[config.mk]
export PLATFORM = sky130hd
export DESIGN_NAME = m2pow_fmul
export DESIGN_NICKNAME = d
export VERILOG_FILES = /design/src/rtl/assert_macros.svh /design/src/rtl/m2pow_pkg.sv /design/src/rtl/m2pow_fmul.sv
export SDC_FILE = /design/constraint.sdc
export NUM_CORES = 2
export LEC_CHECK = 0
export BUFFER_PORTS_ARGS = -buffer_cell sky130_fd_sc_hd__buf_2
export CAP_MARGIN = 20
export CELL_PAD_IN_SITES_DETAIL_PLACEMENT = 1
export CELL_PAD_IN_SITES_GLOBAL_PLACEMENT = 1
export CORE_UTILIZATION = 50
export DETAILED_ROUTE_END_ITERATION = 8
export PLACE_DENSITY_LB_ADDON = 0.1
export REMOVE_ABC_BUFFERS = 1
export SETUP_SLACK_MARGIN = 0.2
export SYNTH_ARGS = -nofsm -noshare
export SYNTH_HDL_FRONTEND = slang
export SYNTH_SLANG_ARGS = --single-unit
[constraint.sdc]
create_clock -name clk -period 16 [get_ports clk]
set_input_delay 0.8 -clock clk [delete_from_list [all_inputs] [get_ports clk]]
set_output_delay 0.8 -clock clk [all_outputs]
set_load 0.02 [all_outputs]
[src/rtl/assert_macros.svh]
// Assertion macros shared by the RTL files of the 2x2 matrix power block.
// Each macro expects signals named clk and rst in the scope where it is used.
`ifndef ASSERT_MACROS_SVH
`define ASSERT_MACROS_SVH

// A condition that must hold at every clock edge outside reset.
`define ASSERT_ALWAYS(lbl, cond, msg) \
  lbl: assert property (@(posedge clk) disable iff (rst) (cond)) else $error(msg);

// A condition that implies another in the same cycle.
`define ASSERT_IMPLIES(lbl, ante, cons, msg) \
  lbl: assert property (@(posedge clk) disable iff (rst) (ante) |-> (cons)) else $error(msg);

// A condition that implies another in the following cycle.
`define ASSERT_NEXT(lbl, ante, cons, msg) \
  lbl: assert property (@(posedge clk) disable iff (rst) (ante) |=> (cons)) else $error(msg);

`endif

[src/rtl/m2pow_pkg.sv]
// Package for the 2x2 matrix power block: item types, constants and the
// binary32 normalize and round helpers shared by the multiply and add units.
package m2pow_pkg;

  localparam int EXP_BITS    = 32;
  localparam int STORE_DEPTH = 32;
  localparam int STORE_AW    = $clog2(STORE_DEPTH);

  localparam logic [31:0] FP_ONE    = 32'h3F80_0000;
  localparam logic [31:0] FP_ZERO   = 32'h0000_0000;
  localparam logic [31:0] CANON_NAN = 32'h7FC0_0000;

  typedef struct packed {
    logic [31:0] in_row1_col1;
    logic [31:0] in_row1_col2;
    logic [31:0] in_row2_col1;
    logic [31:0] in_row2_col2;
    logic [EXP_BITS-1:0] exponent;
  } req_t;

  typedef struct packed {
    logic [31:0] out_row1_col1;
    logic [31:0] out_row1_col2;
    logic [31:0] out_row2_col1;
    logic [31:0] out_row2_col2;
  } rsp_t;

  typedef struct packed {
    logic [31:0] e11;
    logic [31:0] e12;
    logic [31:0] e21;
    logic [31:0] e22;
  } mat_t;

  typedef struct packed {
    logic [5:0]  lz;
    logic [63:0] val;
  } norm_t;

  // Left-justifies a nonzero word in six binary steps and reports the shift.
  function automatic norm_t normalize64(logic [63:0] x);
    norm_t n;
    n.lz  = '0;
    n.val = x;
    if (n.val[63:32] == '0) begin n.val = n.val << 32; n.lz[5] = 1'b1; end
    if (n.val[63:48] == '0) begin n.val = n.val << 16; n.lz[4] = 1'b1; end
    if (n.val[63:56] == '0) begin n.val = n.val << 8;  n.lz[3] = 1'b1; end
    if (n.val[63:60] == '0) begin n.val = n.val << 4;  n.lz[2] = 1'b1; end
    if (n.val[63:62] == '0) begin n.val = n.val << 2;  n.lz[1] = 1'b1; end
    if (n.val[63] == 1'b0)  begin n.val = n.val << 1;  n.lz[0] = 1'b1; end
    return n;
  endfunction

  // Rounds 1.sig * 2^(bexp-127) to nearest even. sig[26] is the leading one,
  // sig[2:0] are guard, round and sticky. Handles overflow and subnormals.
  function automatic logic [31:0] round_pack(logic sign, logic signed [9:0] bexp,
                                             logic [26:0] sig);
    logic signed [9:0] d;
    logic [4:0]  sh;
    logic [53:0] wide;
    logic [26:0] s;
    logic [7:0]  ef;
    logic        inc;
    logic [30:0] mag;
    d    = 10'sd1 - bexp;
    sh   = (d > 10'sd27) ? 5'd27 : d[4:0];
    wide = {sig, 27'b0} >> sh;
    if (bexp < 10'sd1) begin
      s  = {wide[53:28], wide[27] | (|wide[26:0])};
      ef = 8'd0;
    end else begin
      s  = sig;
      ef = bexp[7:0];
    end
    inc = s[2] & (s[1] | s[0] | s[3]);
    mag = {ef, s[25:3]} + {30'b0, inc};
    if (bexp >= 10'sd255) begin
      return {sign, 8'hFF, 23'b0};
    end
    return {sign, mag};
  endfunction

  function automatic logic [31:0] canon(logic [31:0] x);
    if ((x[30:23] == 8'hFF) && (x[22:0] != '0)) begin
      return CANON_NAN;
    end
    return x;
  endfunction

endpackage

[src/rtl/m2pow_fmul.sv]
// Two-stage binary32 multiplier: exact product, then normalize and round.
// Depends on m2pow_pkg for the shared normalize and round helpers.
module m2pow_fmul import m2pow_pkg::*; (
  input  logic        clk,
  input  logic [31:0] a,
  input  logic [31:0] b,
  output logic [31:0] y
);

  logic a_nan, b_nan, a_inf, b_inf, a_zero, b_zero;
  logic [7:0] ea, eb;
  logic [23:0] ma, mb;

  logic              p_sign, p_nan, p_inf;
  logic [47:0]       p_prod;
  logic signed [9:0] p_exp;

  norm_t       n;
  logic [26:0] sig;

  always_comb begin
    a_nan  = (a[30:23] == 8'hFF) && (a[22:0] != '0);
    b_nan  = (b[30:23] == 8'hFF) && (b[22:0] != '0);
    a_inf  = (a[30:23] == 8'hFF) && (a[22:0] == '0);
    b_inf  = (b[30:23] == 8'hFF) && (b[22:0] == '0);
    a_zero = a[30:0] == '0;
    b_zero = b[30:0] == '0;
    ea = (a[30:23] == '0) ? 8'd1 : a[30:23];
    eb = (b[30:23] == '0) ? 8'd1 : b[30:23];
    ma = {a[30:23] != '0, a[22:0]};
    mb = {b[30:23] != '0, b[22:0]};
  end

  always_ff @(posedge clk) begin
    p_sign <= a[31] ^ b[31];
    p_nan  <= a_nan | b_nan | (a_inf & b_zero) | (b_inf & a_zero);
    p_inf  <= a_inf | b_inf;
    p_prod <= ma * mb;
    p_exp  <= $signed({2'b0, ea}) + $signed({2'b0, eb}) - 10'sd126;
  end

  always_comb begin
    n   = normalize64({p_prod, 16'b0});
    sig = {n.val[63:38], |n.val[37:0]};
  end

  always_ff @(posedge clk) begin
    if (p_nan) begin
      y <= CANON_NAN;
    end else if (p_inf) begin
      y <= {p_sign, 8'hFF, 23'b0};
    end else if (p_prod == '0) begin
      y <= {p_sign, 31'b0};
    end else begin
      y <= round_pack(p_sign, p_exp - $signed({4'b0, n.lz}), sig);
    end
  end

endmodule

# After elaboration in Yosys (flattened, before gate mapping)

Index checks and enable logic that the tools add are counted.

Output and inout bits: 32
Flip-flop bits (word level): 93
Logic and storage cells: 85

Multipliers: 1
Muxes and demuxes: 30
Equal/unequal tests: 2
Shift operators: 1
Reduce and logical (&&, ||, !) cells: 24
Add/sub/neg operators: 5
$lt $le $gt $ge: 3
Bitwise operators: 11

Operators by type and width:

| kind                                                                   | count |
|---|---|
| 64-bit 2-to-1 mux                                                      | 5 |
| 32-bit 2-to-1 mux                                                      | 4 |
| 26-bit 2-to-1 mux                                                      | 4 |
| 65-bit 2-to-1 mux                                                      | 1 |
| 31-bit logical NOT                                                     | 2 |
| 54-bit by 5-bit >> shifter with 53-bit output                          | 1 |
| 48-bit logical NOT                                                     | 1 |
| 24-bit by 24-bit multiplier with 48-bit output                         | 1 |
| 8-bit 2-to-1 mux                                                       | 6 |
| 23-bit logical NOT                                                     | 2 |
| 23-bit nonzero test                                                    | 2 |
| 38-bit OR reduction                                                    | 1 |
| 32-bit logical NOT                                                     | 1 |
| 31-bit by 1-bit adder with 31-bit output                               | 1 |
| 27-bit OR reduction                                                    | 1 |
| 8-bit logical NOT                                                      | 3 |
| 8-bit equality test, second input constant                             | 2 |
| 16-bit logical NOT                                                     | 1 |
| 8-bit nonzero test                                                     | 2 |
| 10-bit by 9-bit >= comparator with 1-bit output, second input constant | 1 |
| 10-bit by 6-bit > comparator with 1-bit output, second input constant  | 1 |
| 10-bit by 2-bit < comparator with 1-bit output, second input constant  | 1 |
| 10-bit by 7-bit subtractor with 10-bit output                          | 1 |
| 2-bit by 10-bit subtractor with 10-bit output, first input constant    | 1 |
| other kinds (12)                                                       | 31 |

# Logic depth before layout (Yosys ltp)

Word-level depth: 29
Gate-level depth with buffers: 46

# Worst setup path after synthesis

No wires, ideal clock.

Kind: register to register
Start point: register p_prod[17]
End point: register y[24]
Stages on the path, launching flop included: 44
Data arrival time: 10.164 ns
Slack: 5.709 ns
Clock period less this slack: 10.291 ns
Path buffers: 12
Cells stage by stage: dfxtp_1 > or4_4 > or4_4 > nor3_4 > nor2_2 > buf_4 > buf_6 > a211oi_2 > o221ai_1 > o211a_1 > inv_2 > buf_4 > buf_2 > buf_2 > buf_2 > buf_2 > buf_1 > ha_1 > [... 8 more ...] > o221ai_1 > a31oi_1 > nor2_1 > a22oi_2 > buf_2 > buf_2 > mux2i_1 > mux2i_1 > and3_1 > or4_4 > nor4_4 > nand3_2 > inv_1 > ha_1 > nand4_2 > nor4_4 > mux2i_1 > or3_1

Word-level cells in the longest chain between the ends: 28
Elaborated cells on any way between the ends: 45
Classes of those cells: add/sub (3); order compare (3); shift (1); mux (26); bitwise (4); reduce/logical (8)

Ends and longest elaborated chain:

| item                                     | line             | text |
|---|---|---|
| start: declaration                       | m2pow_fmul.sv:15 | `logic [47:0] p_prod;` |
| start signal: assignment                 | m2pow_fmul.sv:38 | `p_prod <= ma * mb;` |
| 32-bit logical NOT                       | m2pow_pkg.sv:45  | `if (n.val[63:32] == '0) begin n.val = n.val << 32; n.lz[5] = 1'b1; end` |
| 64-bit 2-to-1 mux                        | m2pow_pkg.sv:45  |  |
| 16-bit logical NOT                       | m2pow_pkg.sv:46  | `if (n.val[63:48] == '0) begin n.val = n.val << 16; n.lz[4] = 1'b1; end` |
| 64-bit 2-to-1 mux                        | m2pow_pkg.sv:46  |  |
| 8-bit logical NOT                        | m2pow_pkg.sv:47  | `if (n.val[63:56] == '0) begin n.val = n.val << 8; n.lz[3] = 1'b1; end` |
| 64-bit 2-to-1 mux                        | m2pow_pkg.sv:47  |  |
| 4-bit logical NOT                        | m2pow_pkg.sv:48  | `if (n.val[63:60] == '0) begin n.val = n.val << 4; n.lz[2] = 1'b1; end` |
| 64-bit 2-to-1 mux                        | m2pow_pkg.sv:48  |  |
| [... 11 more ...]                        | --               |  |
| 26-bit 2-to-1 mux                        | m2pow_fmul.sv:52 | `end else if (p_prod == '0) begin` |
| 26-bit 2-to-1 mux                        | m2pow_fmul.sv:50 | `end else if (p_inf) begin` |
| 26-bit 2-to-1 mux                        | m2pow_fmul.sv:48 | `if (p_nan) begin` |
| 1-bit bitwise OR (2 in a row)            | m2pow_pkg.sv:75  | `inc = s[2] & (s[1] \| s[0] \| s[3]);` |
| 1-bit AND                                | m2pow_pkg.sv:75  |  |
| 31-bit by 1-bit adder with 31-bit output | m2pow_pkg.sv:76  | `mag = {ef, s[25:3]} + {30'b0, inc};` |
| 32-bit 2-to-1 mux                        | m2pow_pkg.sv:80  | `return {sign, mag};` |
| 32-bit 2-to-1 mux *                      | m2pow_fmul.sv:52 |  |
| end signal: assignment                   | m2pow_fmul.sv:51 | `y <= {p_sign, 8'hFF, 23'b0};` |
| end signal: assignment                   | m2pow_fmul.sv:53 | `y <= {p_sign, 31'b0};` |
| end signal: assignment                   | m2pow_fmul.sv:55 | `y <= round_pack(p_sign, p_exp - $signed({4'b0, n.lz}), sig);` |
| end: declaration                         | m2pow_fmul.sv:7  | `output logic [31:0] y` |

Mark *: on every way between the ends. The rest lies on a longest branch, timed or not. The select of a mux whose other input is x is not followed.
A chain may end at the register's enable or synchronous reset.

# Worst setup path after layout

Start point: register p_prod[41]
End point: register y[24]

The elaborated chain is that of the path after synthesis.

==> impl_metrics.tcl <==
set metrics [dict create \
    status "completed" \
    cts_buffer_depth 2 \
    grt_pass1_wl_mm 159 \
    antenna-diode-count 0 \
    ant_nets 0 \
    clock_skew_ns 0.00932 \
    yosys.cell_count.top_type "inv_1" \
    avgSynthCellArea_um2 8.34 \
    cts_tree "built" \
    post-cts-setup-buffers 0 \
    synth_cell_type_count 102 \
    rows 86 \
    period_share 0.771 \
    dp_hpwl_mm 81.7 \
    tightest_slew_ns 1.08 \
    drt-initial-drc-count 1695 \
    postPlaceCellArea_um2 28700 \
    htree_levels 3 \
    cts_hold_buf 0 \
    multi_input_area_um2 23200 \
    whs_ns 0.460 \
    cts_made_buffers 9 \
    cap_violations 0 \
    holdPathStages 1 \
    final_area_um2 29000 \
    wl_per_cell_um 25.2 \
    seq_area_frac_synth 0.0666 \
    die_area_um2 56800 \
    clk_latency_ns 0.38 \
    ys_ff_latch 93 \
    fin_tns_setup_ns 0 \
    utilization 0.526 \
    syn_inst 3348 \
    syn_to_final_growth_pct 3.96 \
    rsz0062_at_grt "no" \
    clock_sinks 93 \
    fin_crit_ns 12.34 \
    slowest_stage "a2111oi_0" \
    finalWeightedCongestion 0.990 \
    initial_utilization 0.506 \
    drv_slew 0 \
    ys.flop_type "dfxtp_1" \
    critPathMaxStageDelay_ns 0.82 \
    post-route-drc-count 0 \
    dr_total_vias 24800 \
    antenna_found_initial 0 \
    final_layout_size_suffix_gt1_frac 0.0710 \
    grt_pass1_vias 27900 \
    port_buffers 96 \
    worstPathRequired_ns 16.26 \
    ys_top_cells_by_count "inv_1 (522), fa_1 (484), nand2_1 (479)" \
    cts_resized 0 \
    ios 97 \
    synth_top_area_frac 0.347 \
    ys_warn_count 0 \
    synth_edf_count 0 \
    grt_max_degree 73 \
    viasPerCell 6.13 \
    setup_viol 0 \
    syn_area_um2 27900 \
    fill_cells 6735 \
    hp-class "reg2reg" \
    synth_top_area_cell "fa_1" \
    critPathMaxFanout 47 \
    root_buffer "clkbuf_16" \
    fmax_ghz 0.0810 \
    clkTransAtPathRegs_ns 0.07 \
    relSlewSlack 0.260 \
    finalHoldViolCount 0 \
    dr.pass1.iters 5 \
    die_y_um 238 \
    crit_path_end_kind "flip-flop" \
    synthArstFlopShare 0 \
    path_class "reg2reg" \
    grt.total_usage 0.363 \
    grt_overflow 0 \
    core_region_area_um2 55200 \
    crit_path_start_kind "flip-flop" \
    nNetsFinal 4035 \
    ff2ff_path_depth 34 \
    dieWidth_um 238 \
    ys_top_cells_by_area "fa_1 (35%), ha_1 (8.8%), inv_1 (7.0%), dfxtp_1 (6.7%), nand2_1 (6.4%)" \
    critPathArrivalTime_ns 12.60 \
    totalWireLength_mm 102 \
    ff_latch_area_um2 1860 \
]
## flip-flops by register name, indices dropped and copies added (netlist names)
| name | cells |
|---|---|
| p_sign | 1 |
| p_prod | 48 |
| y | 32 |
| p_nan | 1 |
| p_inf | 1 |
| p_exp | 10 |
## critical path, delay by kind of cell (launching register included)
kind                     cells  cell delay, ns
AND/OR/NAND/NOR              9            3.36
flip-flops                   1            0.32
adder cells (fa/ha/maj)      4            1.70
multiplexers                 4            1.10
AO/OA/AOI/OAI                9            4.00
buffers and inverters        8            1.72
## cells in the final DEF, fill, tap and decap left out, types with 27 or more instances in the layout
| cell type | instances |
|---|---|
| a21oi_1 | 101 |
| nor2_1 | 151 |
| mux2i_1 | 69 |
| buf_2 | 96 |
| ha_1 | 197 |
| a21o_1 | 27 |
| nand2_1 | 479 |
| xnor2_1 | 47 |
| buf_4 | 30 |
| o21ai_0 | 87 |
| and2_1 | 232 |
| inv_1 | 522 |
| nand3_1 | 48 |
| a31oi_1 | 30 |
| fa_1 | 484 |
| nor4_1 | 35 |
| nor3_1 | 55 |
| dfxtp_1 | 93 |
| nand4_1 | 29 |
## cell type report
type / count / area share
inverters: 529 / 0.0684
flip-flops and latches: 93 / 0.0641
repair buffers: 126 / 0.0243
clock buffers: 11 / 0.00870
multi-input cells: 2530 / 0.800
clock inverters: 5 / 0.00220
well taps: 748 / 0.0322
## logic make-up after synthesis
| logic type | share of synthesized area |
|---|---|
| AO/OA/AOI/OAI | 0.137 |
| XOR/XNOR | 0.0229 |
| adder cells (fa/ha/maj) | 0.435 |
| buffers and inverters | 0.102 |
| flip-flops | 0.0666 |
| multiplexers | 0.0325 |
| AND/OR/NAND/NOR | 0.204 |
## path summary, 6_finish.rpt
path	startpoint	to	slack (ns)
min reg2reg	p_sign$_DFF_P_	y[31]$_SDFF_PP0_	0.46
min	p_sign$_DFF_P_	y[31]$_SDFF_PP0_	0.46
max	p_prod[41]$_DFF_P_	y[24]$_SDFF_PP1_	3.66
max reg2reg	p_prod[41]$_DFF_P_	y[24]$_SDFF_PP1_	3.66
## metrics by stage
step,worst slack (ns),std cells
after floorplan,4.57,3152
after global placement,4.28,4026
after detailed placement,3.83,4026
after CTS,3.84,4042
after global routing,2.87,4042
final,3.66,4042
## metal layers
layer	global-route usage	vias to the layer above	part of all wire
li1	-	10800	-
met1	0.458	12800	0.41
met2	0.640	917	0.50
met3	0.0509	219	0.064
met4	0.115	0	0.029
met5	0	-	0
Power is left out: the tool's default activity adds up to more than one toggle a clock period on the data nets, which glitch-free logic cannot reach.
