## config.mk

```make
export PLATFORM = sky130hd
export DESIGN_NAME = m2pow_fadd
export DESIGN_NICKNAME = d
export VERILOG_FILES = /design/src/rtl/assert_macros.svh /design/src/rtl/m2pow_pkg.sv /design/src/rtl/m2pow_fadd.sv
export SDC_FILE = /design/constraint.sdc
export NUM_CORES = 1
export LEC_CHECK = 0
export BUFFER_PORTS_ARGS = -buffer_cell sky130_fd_sc_hd__buf_2
export CAP_MARGIN = 20
export CORE_UTILIZATION = 30
export DETAILED_ROUTE_END_ITERATION = 6
export MAX_ROUTING_LAYER = met4
export PLACE_DENSITY = 0.53
export SLEW_MARGIN = 20
export SYNTH_ARGS = -nofsm -noshare
export SYNTH_HDL_FRONTEND = slang
export SYNTH_SLANG_ARGS = --single-unit
export TNS_END_PERCENT = 20
```

## constraint.sdc

```tcl
create_clock -name clk -period 30.3 [get_ports clk]
set_input_delay 9.09 -clock clk [delete_from_list [all_inputs] [get_ports clk]]
set_output_delay 9.09 -clock clk [all_outputs]
set_load 0.05 [all_outputs]
```

## src/rtl/assert_macros.svh

```systemverilog
// Assertion macros shared by the RTL files of the 2x2 matrix power block.
// Each macro expects signals named clk and rst in the scope where it is used.
`ifndef ASSERT_MACROS_SVH
`define ASSERT_MACROS_SVH

// A condition that must hold at every clock edge outside reset.
`define ASSERT_ALWAYS(lbl, cond, msg) \
  lbl: assert property (@(posedge clk) disable iff (rst) (cond)) else $error(msg);

// A condition that implies another in the same cycle.
`define ASSERT_IMPLIES(lbl, ante, cons, msg) \
  lbl: assert property (@(posedge clk) disable iff (rst) (ante) |-> (cons)) else $error(msg);

// A condition that implies another in the following cycle.
`define ASSERT_NEXT(lbl, ante, cons, msg) \
  lbl: assert property (@(posedge clk) disable iff (rst) (ante) |=> (cons)) else $error(msg);

`endif

```

## src/rtl/m2pow_pkg.sv

```systemverilog
// Package for the 2x2 matrix power block: item types, constants and the
// binary32 normalize and round helpers shared by the multiply and add units.
package m2pow_pkg;

  localparam int EXP_BITS    = 32;
  localparam int STORE_DEPTH = 32;
  localparam int STORE_AW    = $clog2(STORE_DEPTH);

  localparam logic [31:0] FP_ONE    = 32'h3F80_0000;
  localparam logic [31:0] FP_ZERO   = 32'h0000_0000;
  localparam logic [31:0] CANON_NAN = 32'h7FC0_0000;

  typedef struct packed {
    logic [31:0] in_row1_col1;
    logic [31:0] in_row1_col2;
    logic [31:0] in_row2_col1;
    logic [31:0] in_row2_col2;
    logic [EXP_BITS-1:0] exponent;
  } req_t;

  typedef struct packed {
    logic [31:0] out_row1_col1;
    logic [31:0] out_row1_col2;
    logic [31:0] out_row2_col1;
    logic [31:0] out_row2_col2;
  } rsp_t;

  typedef struct packed {
    logic [31:0] e11;
    logic [31:0] e12;
    logic [31:0] e21;
    logic [31:0] e22;
  } mat_t;

  typedef struct packed {
    logic [5:0]  lz;
    logic [63:0] val;
  } norm_t;

  // Left-justifies a nonzero word in six binary steps and reports the shift.
  function automatic norm_t normalize64(logic [63:0] x);
    norm_t n;
    n.lz  = '0;
    n.val = x;
    if (n.val[63:32] == '0) begin n.val = n.val << 32; n.lz[5] = 1'b1; end
    if (n.val[63:48] == '0) begin n.val = n.val << 16; n.lz[4] = 1'b1; end
    if (n.val[63:56] == '0) begin n.val = n.val << 8;  n.lz[3] = 1'b1; end
    if (n.val[63:60] == '0) begin n.val = n.val << 4;  n.lz[2] = 1'b1; end
    if (n.val[63:62] == '0) begin n.val = n.val << 2;  n.lz[1] = 1'b1; end
    if (n.val[63] == 1'b0)  begin n.val = n.val << 1;  n.lz[0] = 1'b1; end
    return n;
  endfunction

  // Rounds 1.sig * 2^(bexp-127) to nearest even. sig[26] is the leading one,
  // sig[2:0] are guard, round and sticky. Handles overflow and subnormals.
  function automatic logic [31:0] round_pack(logic sign, logic signed [9:0] bexp,
                                             logic [26:0] sig);
    logic signed [9:0] d;
    logic [4:0]  sh;
    logic [53:0] wide;
    logic [26:0] s;
    logic [7:0]  ef;
    logic        inc;
    logic [30:0] mag;
    d    = 10'sd1 - bexp;
    sh   = (d > 10'sd27) ? 5'd27 : d[4:0];
    wide = {sig, 27'b0} >> sh;
    if (bexp < 10'sd1) begin
      s  = {wide[53:28], wide[27] | (|wide[26:0])};
      ef = 8'd0;
    end else begin
      s  = sig;
      ef = bexp[7:0];
    end
    inc = s[2] & (s[1] | s[0] | s[3]);
    mag = {ef, s[25:3]} + {30'b0, inc};
    if (bexp >= 10'sd255) begin
      return {sign, 8'hFF, 23'b0};
    end
    return {sign, mag};
  endfunction

  function automatic logic [31:0] canon(logic [31:0] x);
    if ((x[30:23] == 8'hFF) && (x[22:0] != '0)) begin
      return CANON_NAN;
    end
    return x;
  endfunction

endpackage

```

## src/rtl/m2pow_fadd.sv

```systemverilog
// Two-stage binary32 adder: align and add, then normalize and round.
// Depends on m2pow_pkg for the shared normalize and round helpers.
module m2pow_fadd import m2pow_pkg::*; (
  input  logic        clk,
  input  logic [31:0] a,
  input  logic [31:0] b,
  output logic [31:0] y
);

  logic a_nan, b_nan, a_inf, b_inf;
  logic [31:0] x, w;
  logic [7:0]  ex, ew, d;
  logic [4:0]  dsh;
  logic [23:0] mx, mw;
  logic [53:0] wide;
  logic [26:0] x27, w27;
  logic        sub;

  logic              s_sign, s_sub, s_nan, s_inf, s_inf_sign;
  logic [27:0]       s_sum;
  logic signed [9:0] s_exp;

  norm_t       n;
  logic [26:0] sig;

  always_comb begin
    a_nan = (a[30:23] == 8'hFF) && (a[22:0] != '0);
    b_nan = (b[30:23] == 8'hFF) && (b[22:0] != '0);
    a_inf = (a[30:23] == 8'hFF) && (a[22:0] == '0);
    b_inf = (b[30:23] == 8'hFF) && (b[22:0] == '0);
    // Larger magnitude goes to x so the difference never goes negative.
    if (a[30:0] < b[30:0]) begin
      x = b;
      w = a;
    end else begin
      x = a;
      w = b;
    end
    ex   = (x[30:23] == '0) ? 8'd1 : x[30:23];
    ew   = (w[30:23] == '0) ? 8'd1 : w[30:23];
    mx   = {x[30:23] != '0, x[22:0]};
    mw   = {w[30:23] != '0, w[22:0]};
    d    = ex - ew;
    dsh  = (d > 8'd27) ? 5'd27 : d[4:0];
    wide = {mw, 3'b0, 27'b0} >> dsh;
    x27  = {mx, 3'b0};
    w27  = {wide[53:28], wide[27] | (|wide[26:0])};
    sub  = x[31] ^ w[31];
  end

  always_ff @(posedge clk) begin
    s_sign     <= x[31];
    s_sub      <= sub;
    s_nan      <= a_nan | b_nan | (a_inf & b_inf & (a[31] != b[31]));
    s_inf      <= a_inf | b_inf;
    s_inf_sign <= a_inf ? a[31] : b[31];
    s_sum      <= sub ? ({1'b0, x27} - {1'b0, w27}) : ({1'b0, x27} + {1'b0, w27});
    s_exp      <= $signed({2'b0, ex}) + 10'sd1;
  end

  always_comb begin
    n   = normalize64({s_sum, 36'b0});
    sig = {n.val[63:38], |n.val[37:0]};
  end

  always_ff @(posedge clk) begin
    if (s_nan) begin
      y <= CANON_NAN;
    end else if (s_inf) begin
      y <= {s_inf_sign, 8'hFF, 23'b0};
    end else if (s_sum == '0) begin
      // Exact cancellation gives +0 under round to nearest.
      y <= {s_sign & ~s_sub, 31'b0};
    end else begin
      y <= round_pack(s_sign, s_exp - $signed({4'b0, n.lz}), sig);
    end
  end

endmodule

```

---- Word level (Yosys, flattened, before mapping) ----
Cells that the tools add are included.
storage, ports and cells
  input bits .............................. 65
  register bits ........................... 74
  output and inout port bits .............. 32
  word-level logic and storage cells ...... 97
cells by class
  magnitude comparators ................... 5
  reduce and logical (&&, ||, !) cells .... 22
  $add $sub $neg .......................... 7
  bitwise logic cells ..................... 13
  multiplexer cells ....................... 35
  shift-type cells ........................ 2
  eq/ne operators ......................... 3
operators with widths
  operator                                                                               count
  64-bit 2-to-1 mux                                                                      5
  32-bit 2-to-1 mux                                                                      6
  26-bit 2-to-1 mux                                                                      4
  65-bit 2-to-1 mux                                                                      1
  27-bit OR reduction                                                                    2
  54-bit by 5-bit right shift with 53-bit output                                         1
  54-bit by 5-bit right shift with 54-bit output                                         1
  8-bit 2-to-1 mux                                                                       6
  23-bit zero test                                                                       2
  23-bit nonzero test                                                                    2
  38-bit OR reduction                                                                    1
  31-bit by 1-bit adder with 31-bit output                                               1
  31-bit less-than comparator                                                            1
  27-bit by 27-bit adder with 28-bit output                                              1
  28-bit zero test                                                                       1
  28-bit 2-to-1 mux                                                                      1
  27-bit by 27-bit subtractor with 28-bit output                                         1
  8-bit zero test                                                                        3
  8-bit == test (second input constant)                                                  2
  16-bit zero test                                                                       1
  8-bit nonzero test                                                                     2
  10-bit by 9-bit greater-or-equal comparator with 1-bit output (second input constant)  1
  10-bit by 6-bit > comparator with 1-bit output (second input constant)                 1
  10-bit by 2-bit less-than comparator with 1-bit output (second input constant)         1
  other kinds (17)                                                                       39

---- Depth between registers and ports, before layout ----
Gate-level depths: netlist of the first run.
  depth after elaboration ................. 29
  depth in mapped cells ................... 56
  gate-level depth less buffers ........... 48

---- Worst setup path after synthesis of the first run ----
OpenSTA, ideal clock, no wires.
  kind .................................... in2reg
  start ................................... input port b[29]
  end ..................................... register s_sum[25]
  setup time .............................. 0.122 ns
  buffers on the path ..................... 8
  path slack .............................. 10.887 ns
  required time ........................... 30.178 ns
  data arrival time ....................... 19.291 ns
  stages on the path ...................... 54
  path through ............................ inv_1 ha_1 nand4_1 or3_1 o21ai_0 a21o_1 buf_2 buf_1 clkbuf_1 clkbuf_1 buf_1 nor2_1 a21oi_1 nand4_1 nor4_1 inv_1 nand2_1 inv_1 [... 18 more ...] ha_1 nor2b_1 o21ai_0 a21boi_0 o21ai_0 a21boi_0 o21ai_0 a21oi_1 o21ai_0 a21oi_1 o211ai_1 a31oi_1 a221o_1 a21oi_1 nand2_1 a32oi_1 mux2_2 a311o_1
on the way
  cells in the longest elaborated chain, start to end .. 12
  elaborated cells between the ends (all ways) .. 18
  those cells by class .................... add/sub: 3; order compare: 2; shift: 1; mux: 6; bitwise: 2; reduce/logical: 4
ends and longest elaborated chain
  item                                                                                                         RTL line                            RTL
  start, declared                                                                                              m2pow_fadd.sv:6                     input logic [31:0] b,
  31-bit less-than comparator                                                                                  m2pow_fadd.sv:32                    if (a[30:0] < b[30:0]) begin
  32-bit 2-to-1 mux                                                                                            m2pow_fadd.sv:32
  8-bit zero test, on equally long branches                                                                    m2pow_fadd.sv:39, m2pow_fadd.sv:40
  8-bit 2-to-1 mux, on equally long branches                                                                   m2pow_fadd.sv:39, m2pow_fadd.sv:40
  8-bit subtractor                                                                                             m2pow_fadd.sv:43                    d = ex - ew;
  8-bit by 5-bit > comparator with 1-bit output                                                                m2pow_fadd.sv:44                    dsh = (d > 8'd27) ? 5'd27 : d[4:0];
  5-bit 2-to-1 mux                                                                                             m2pow_fadd.sv:44
  54-bit by 5-bit right shift with 54-bit output                                                               m2pow_fadd.sv:45                    wide = {mw, 3'b0, 27'b0} >> dsh;
  27-bit OR reduction                                                                                          m2pow_fadd.sv:47                    w27 = {wide[53:28], wide[27] | (|wide[26:0])};
  1-bit bitwise OR                                                                                             m2pow_fadd.sv:47
  27-bit by 27-bit adder with 28-bit output or 27-bit by 27-bit subtractor with 28-bit output (tied branches)  m2pow_fadd.sv:57                    s_sum <= sub ? ({1'b0, x27} - {1'b0, w27}) : ({1'b0, x27} + {1'b0, w27});
  28-bit 2-to-1 mux *                                                                                          m2pow_fadd.sv:57
  end signal, assigned                                                                                         m2pow_fadd.sv:57
  end, declared                                                                                                m2pow_fadd.sv:20                    logic [27:0] s_sum;
Mark *: on every way between the ends. The rest lies on a longest branch, timed or not.
A chain may end at the register's enable or synchronous reset.

---- Final worst setup path of the first run ----
  start ................................... input port b[2]
  end ..................................... register s_sum[25]
The elaborated chain is that of the path after synthesis.

==> impl_metrics.sql, run 1 <==
INSERT INTO impl_metrics (metric_group, metric, value, unit) VALUES
('outcome', 'run_status', 'complete, no violations', ''),
('setup_path', 'worst_setup_path_end_kind', 'register', ''),
('timing', 'timing.final.ws_setup', '9.84', 'ns'),
('yosys', 'proportion_of_netlist_area_held_by_the_largest_area_contributor', '9.59', '%'),
('yosys', 'yosys_cell_types', '107', ''),
('setup_path', 'max_stage_delay', '0.63', 'ns'),
('timing', 'shortest_clock_period_the_worst_path_allows_after_layout', '20.46', 'ns'),
('clock_tree', 'post_cts_resized', '0', ''),
('global_routing', 'grt_pass1_wl', '106000', 'um'),
('setup_path', 'critical-path-top-cell-by-count', 'o21ai_0', ''),
('setup_path', 'cpMaxStageDelayCell', 'nand2_1', ''),
('clock_tree', 'cts.htree.levels', '3', ''),
('setup_path', 'r2r-start', 's_sum[22]', ''),
('yosys', 'synth.cell_area', '15400', 'um^2'),
('clock_tree', 'cts_root_buffer', 'clkbuf_16', ''),
('setup_path', 'critPathMaxFanout', '30', ''),
('timing', 'final_worst_clock_skew', '0.0124', 'ns'),
('pwr', 'static-leakage-power', '0.00668', 'uW'),
('job', 'maxCapViolations', '0', ''),
('pwr', 'power.density_cell_area', '112', 'nW/um^2'),
('yosys', 'synth_seq_area_share', '9.59', '%'),
('yosys', 'ys_dominant_reg_cell', 'dfxtp_1', ''),
('global_routing', 'grt_pass1_vias', '17100', ''),
('timing', 'finalCritPeriodShare', '67.5', '%'),
('setup_path', 'timing.rr.end', 'y[22]', ''),
('placed_design', 'routabilityCongestion', '1.05', ''),
('timing', 'final-setup-viol-count', '0', ''),
('finish', 'final_layout_size_suffix_gt1_share', '11.4', '%'),
('min_path', 'hold_path.class', 'register to register', ''),
('yosys', 'yosys_register_bits', '74', ''),
('global_routing', 'grt_start_max_net_pins', '66', ''),
('timing', 'count_of_final_hold_check_violations', '0', ''),
('clock_tree', 'clk_pin_slew_worst_paths', '0.06', 'ns'),
('yosys', 'synthCells', '2263', ''),
('clock_tree', 'cts_tree', 'yes', ''),
('finish', 'number_of_antenna_repair_diodes', '0', ''),
('clock_tree', 'clk-insertion-delay-late', '0.36', 'ns'),
('global_routing', 'initial_antenna_violation_count', '2', ''),
('clock_tree', 'clockBufferDepth', '2', ''),
('finish', 'design.final.nets', '2415', ''),
('setup_path', 'regToRegSetupSlack', '18.81', 'ns'),
('floorplan', 'core-area', '50500', 'um^2'),
('yosys', 'async_reset_ff_share', '0', '%'),
('clock_tree', 'clock_sink_count', '74', ''),
('yosys', 'syn-num-nets', '2426', ''),
('timing', 'slew_violations', '0', ''),
('timing', 'final.setup.tns', '0', 'ns'),
('yosys', 'synthesis.area_per_instance', '6.82', 'um^2'),
('setup_path', 'worstPathRequired', '30.54', 'ns'),
('clock_tree', 'cts_post_setup_buffers_inserted', '0', ''),
('drt', 'dr.pass1.iters', '6', ''),
('timing', 'rsz0062_at_grt', 'no', ''),
('min_path', 'min-delay-start', 's_inf_sign', ''),
('min_path', 'hold_path_depth', '2', ''),
('yosys', 'synth_warnings', '0', ''),
('yosys', 'synth_edf_count', '0', ''),
('setup_path', 'setup_crit_start_kind', 'input pin', ''),
('yosys', 'synthTopCellsByArea', 'dfxtp_1, ha_1, nand2_1', ''),
('finish', 'finish.utilization', '33.1', '%'),
('drt', 'routed_wl', '70200', 'um'),
('floorplan', 'placementRows', '82', ''),
('clock_tree', 'cts.hold.buffers_added', '0', ''),
('finish', 'nFillCells', '5555', ''),
('pwr', 'peakVddDrop', '93.7', 'uV'),
('timing', 'slew_of_the_pin_with_the_lowest_slew_margin', '1.11', 'ns'),
('drt', 'wl_per_cell', '24.0', 'um'),
('drt', 'antenna_left', '0', ''),
('finish', 'area_of_the_multi_input_gates', '12900', 'um^2'),
('yosys', 'synth.most_common_cell', 'nand2_1', ''),
('yosys', 'synth_commonest_cells', 'nand2_1, nor2_1, a21oi_1', ''),
('drt', 'drcViolationCount', '0', '');
==> per-layer routing <==
metal	share of wire (%)	track usage [%]
met1	42	33.7
met5	0	-
met3	8.3	3.92
met2	45	41.7
met4	4.6	11.3
==> layout make-up <==
cell class | count | share of cell area [%]
sequential | 74 | 8.88
multi-input combinational | 1922 | 77.2
clock inverter | 6 | 0.435
timing repair buffer | 130 | 4.41
clock buffer | 10 | 1.43
inverter | 115 | 2.60
tap | 672 | 5.04
==> per-stage QoR <==
step | std cells | cell area (um^2)
2_1_floorplan | 2263 | 15400
3_3_place_gp | 2913 | 16400
3_5_place_dp | 2913 | 16400
4_1_cts | 2929 | 16700
5_1_grt | 2929 | 16700
6_report | 2929 | 16700
==> report_power, final <==
part           internal, uW  switching [uW]
clock                  67.1            47.8
sequential              138            36.6
combinational           486            1090
total                   690            1180
==> worst max-delay path: cells and delay by family <==
kind | cells | cell delay [ns]
compound gates | 25 | 6.78
fa+ha+maj | 5 | 1.38
buf+inv | 6 | 0.91
mux | 2 | 0.69
simple gates | 10 | 1.80
==> state kept, by name, indices dropped and copies added, names as in the netlist <==
name,count
s_exp,9
s_inf,1
s_inf_sign,1
s_nan,1
s_sign,1
s_sub,1
s_sum,28
y,32
==> how the worst max path moves through the flow <==
stage / start / endpoint / slack, ns / cells after the start
floorplan: b[29] / s_sum[25] / 10.89 / 54
finish: b[2] / s_sum[25] / 9.84 / 48
global route: b[2] / s_sum[25] / 9.06 / 48
detailed placement: b[2] / s_sum[25] / 9.99 / 48
global placement: b[2] / s_sum[25] / 10.21 / 46
CTS: b[2] / s_sum[25] / 10.31 / 48
==> cell usage in the layout (no fill, tap or decap), drive strengths merged, types with 16 or more instances in the layout <==
| cell | instances |
|---|---|
| a211oi | 38 |
| a21o | 27 |
| a21oi | 175 |
| a221oi | 21 |
| a22oi | 23 |
| a31oi | 36 |
| and2 | 20 |
| and3 | 19 |
| buf | 130 |
| dfxtp | 74 |
| ha | 95 |
| inv | 118 |
| mux2 | 31 |
| mux2i | 76 |
| nand2 | 251 |
| nand2b | 22 |
| nand3 | 83 |
| nand4 | 60 |
| nor2 | 227 |
| nor3 | 75 |
| nor4 | 42 |
| o211ai | 35 |
| o21ai | 154 |
| o221ai | 21 |
| o22ai | 16 |
| o31a | 19 |
| o31ai | 44 |
| or3 | 22 |
| xnor2 | 44 |
| xor2 | 17 |
==> kinds of logic after synthesis <==
group	synth area share, %
multiplexers	9.11
AND/OR/NAND/NOR	27.5
XOR/XNOR	3.65
flip-flops	9.59
buffers and inverters	7.52
adder cells (fa/ha/maj)	8.09
AO/OA/AOI/OAI	34.5
Note: power is estimated with default switching activity, not from simulation.
==> inputs of run 2 (changes only) <==
Clock period 30.3 ns to 20.4 ns, I/O delays scaled along.
==> run 2 against run 1 <==
Flip-flop and latch count unchanged; combinational power grew 51%; global-route usage is 0.85 points higher; register-to-register slack worse by 10 ns; first-iteration DRC count grew 3.7%; total power grew 50%; die area did not move; clock-buffer cell count decreased by 1; critical endpoint unchanged; highest routed layer unchanged.
==> impl_metrics.sql, run 2 (same netlist as run 1, synthesis figures left out) <==
INSERT INTO impl_metrics (metric_group, metric, value, unit) VALUES
('finish', 'largest_reg_flops', '32', ''),
('global_routing', 'groute.layer.met3.usage', '3.73', '%'),
('clock_tree', 'clk_pin_slew_worst_paths', '0.09', 'ns'),
('pwr', 'power.total', '2800', 'uW'),
('placed_design', 'port_buffers', '96', ''),
('floorplan', 'num_io_pins', '97', ''),
('global_routing', 'globalRouteTotalUtil', '27.4', '%'),
('timing', 'final-setup-viol-count', '0', ''),
('floorplan', 'chipWidth', '229', 'um'),
('clock_tree', 'tritoncts.num_buffers', '9', ''),
('floorplan', 'initial_core_util', '30.6', '%'),
('clock_tree', 'cts.hold.buffers_added', '0', ''),
('job', 'maxCapViolations', '0', ''),
('global_routing', 'groute.layer.met1.usage', '34.7', '%'),
('drt', 'via_total_after_detailed_routing', '18600', ''),
('pwr', 'static-leakage-power', '0.00670', 'uW'),
('clock_tree', 'cts_post_setup_buffers_inserted', '0', ''),
('global_routing', 'globalRouteMet2Util', '42.6', '%'),
('timing', 'slew_of_the_pin_with_the_lowest_slew_margin', '1.10', 'ns'),
('global_routing', 'grt_remaining_overflow', '0', ''),
('timing', 'slew_violations', '0', ''),
('floorplan', 'core-area', '50500', 'um^2'),
('global_routing', 'top_usage_layer', 'met2', ''),
('setup_path', 'critical-path-top-cell-by-count', 'o21ai_0', ''),
('finish', 'mostFrequentLayoutCell', 'nand2_1', ''),
('min_path', 'hold_path.class', 'register to register', ''),
('floorplan', 'die-area', '52400', 'um^2'),
('clock_tree', 'clk-insertion-delay-late', '0.37', 'ns'),
('drt', 'dr.pass1.iters', '6', ''),
('drt', 'wl_per_cell', '24.5', 'um'),
('clock_tree', 'clock_sink_count', '74', ''),
('finish', 'synthToLayoutAreaGrowth', '8.24', '%'),
('global_routing', 'grt_start_max_net_pins', '75', ''),
('drt', 'viasPerCell', '6.34', ''),
('placed_design', 'post-dp-hpwl', '56000', 'um'),
('outcome', 'run_status', 'complete, no violations', ''),
('setup_path', 'worstPathRequired', '20.63', 'ns'),
('finish', 'number_of_antenna_repair_diodes', '0', ''),
('clock_tree', 'clockBufferDepth', '2', ''),
('timing', 'shortest_clock_period_the_worst_path_allows_after_layout', '17.62', 'ns'),
('finish', 'design.final.nets', '2418', ''),
('finish', 'registers.top_by_ff_count', 'y', ''),
('setup_path', 'worst-setup-path-type', 'input pin to register', ''),
('timing', 'final.setup.tns', '0', 'ns'),
('clock_tree', 'post_cts_resized', '0', ''),
('finish', 'nFillCells', '5576', ''),
('finish', 'final_cell_mix', 'nand2_1, nor2_1, a21oi_1, o21ai_0, inv_1', ''),
('setup_path', 'worstPathArrival', '17.85', 'ns'),
('timing', 'timing.final.ws_setup', '2.78', 'ns'),
('placed_design', 'placed_area', '16400', 'um^2'),
('timing', 'worst_relative_slew_slack', '26.0', '%'),
('timing', 'finalCritPeriodShare', '86.4', '%'),
('setup_path', 'setup_crit_start_kind', 'input pin', ''),
('timing', 'count_of_final_hold_check_violations', '0', ''),
('placed_design', 'place_worst_setup_slack', '2.86', 'ns'),
('drt', 'drcViolationCount', '0', ''),
('drt', 'antenna_left', '0', ''),
('clock_tree', 'cts.htree.levels', '3', ''),
('clock_tree', 'cts_tree', 'yes', ''),
('setup_path', 'worst_setup_path_end_kind', 'register', ''),
('drt', 'routed_wl', '71800', 'um'),
('pwr', 'peakVddDrop', '121', 'uV'),
('timing', 'rsz0062_at_grt', 'no', ''),
('global_routing', 'grt_pass1_wl', '109000', 'um'),
('timing', 'clock.fmax', '56.8', 'MHz'),
('finish', 'finalInstanceArea', '16700', 'um^2'),
('setup_path', 'critPathMaxFanout', '21', ''),
('floorplan', 'die_y', '229', 'um'),
('setup_path', 'cpMaxStageDelayCell', 'a221oi_1', ''),
('placed_design', 'routabilityCongestion', '1.01', ''),
('drt', 'drt-initial-drc-count', '2165', ''),
('timing', 'final_worst_clock_skew', '0.0265', 'ns'),
('pwr', 'power.density_cell_area', '167', 'nW/um^2'),
('setup_path', 'max_stage_delay', '0.72', 'ns'),
('global_routing', 'grt_pass1_vias', '17300', ''),
('finish', 'reg.largest.list', 'y x32, s_sum x28, s_exp x9', ''),
('clock_tree', 'cts_root_buffer', 'clkbuf_16', ''),
('finish', 'final_layout_size_suffix_gt1_share', '11.6', '%'),
('floorplan', 'placementRows', '82', ''),
('global_routing', 'initial_antenna_violation_count', '0', '');
-- run 2: layer usage --
| metal | part of all wire [%] | routed length [um] | up-vias |
|---|---|---|---|
| met5 | 0 | 0 | - |
| met4 | 5.2 | 3760 | 0 |
| met3 | 7.5 | 5370 | 179 |
| met2 | 45 | 32300 | 955 |
| met1 | 42 | 30300 | 8917 |
| li1 | - | - | 8538 |
-- run 2: through the flow --
stage | utilization (%) | instances | hold slack (ns)
3_3_place_gp | 32.5 | 2915 | 0.471
4_1_cts | 33.0 | 2931 | 0.469
6_report | 33.1 | 2932 | 0.465
3_5_place_dp | 32.5 | 2915 | 0.456
5_1_grt | 33.1 | 2932 | 0.505
2_1_floorplan | - | 2263 | 0.426
-- run 2: where the power goes --
group	total, uW	internal [uW]	switching (uW)
logic	2380	730	1650
registers	259	204	54.4
clock network	161	84.7	76.5
-- run 2: area by class of cell --
| class | instances | area (um^2) | area share, % |
|---|---|---|---|
| sequential | 74 | 1480 | 8.86 |
| timing repair buffer | 133 | 778 | 4.66 |
| tap | 672 | 841 | 5.03 |
| clock buffer | 9 | 225 | 1.35 |
| multi-input combinational | 1922 | 12900 | 77.2 |
| clock inverter | 7 | 58.8 | 0.352 |
| inverter | 115 | 434 | 2.60 |
-- run 2: final timing paths --
path	from	to	slack, ns	cells after the start
max reg2reg	s_sum[22]	y[22]	8.84	34
min reg2reg	s_inf_sign	y[31]	0.46	2
max	b[26]	s_sum[25]	2.78	46
min	s_inf_sign	y[31]	0.46	2
-- run 2: critical path: cells and delay by family --
family,cells,cell delay [ns]
AOI/OAI and AO/OA,26,7.44
muxes,2,0.69
adders and majority gates,5,1.36
and+or+nand+nor,8,1.71
buffers and inverters,5,0.53
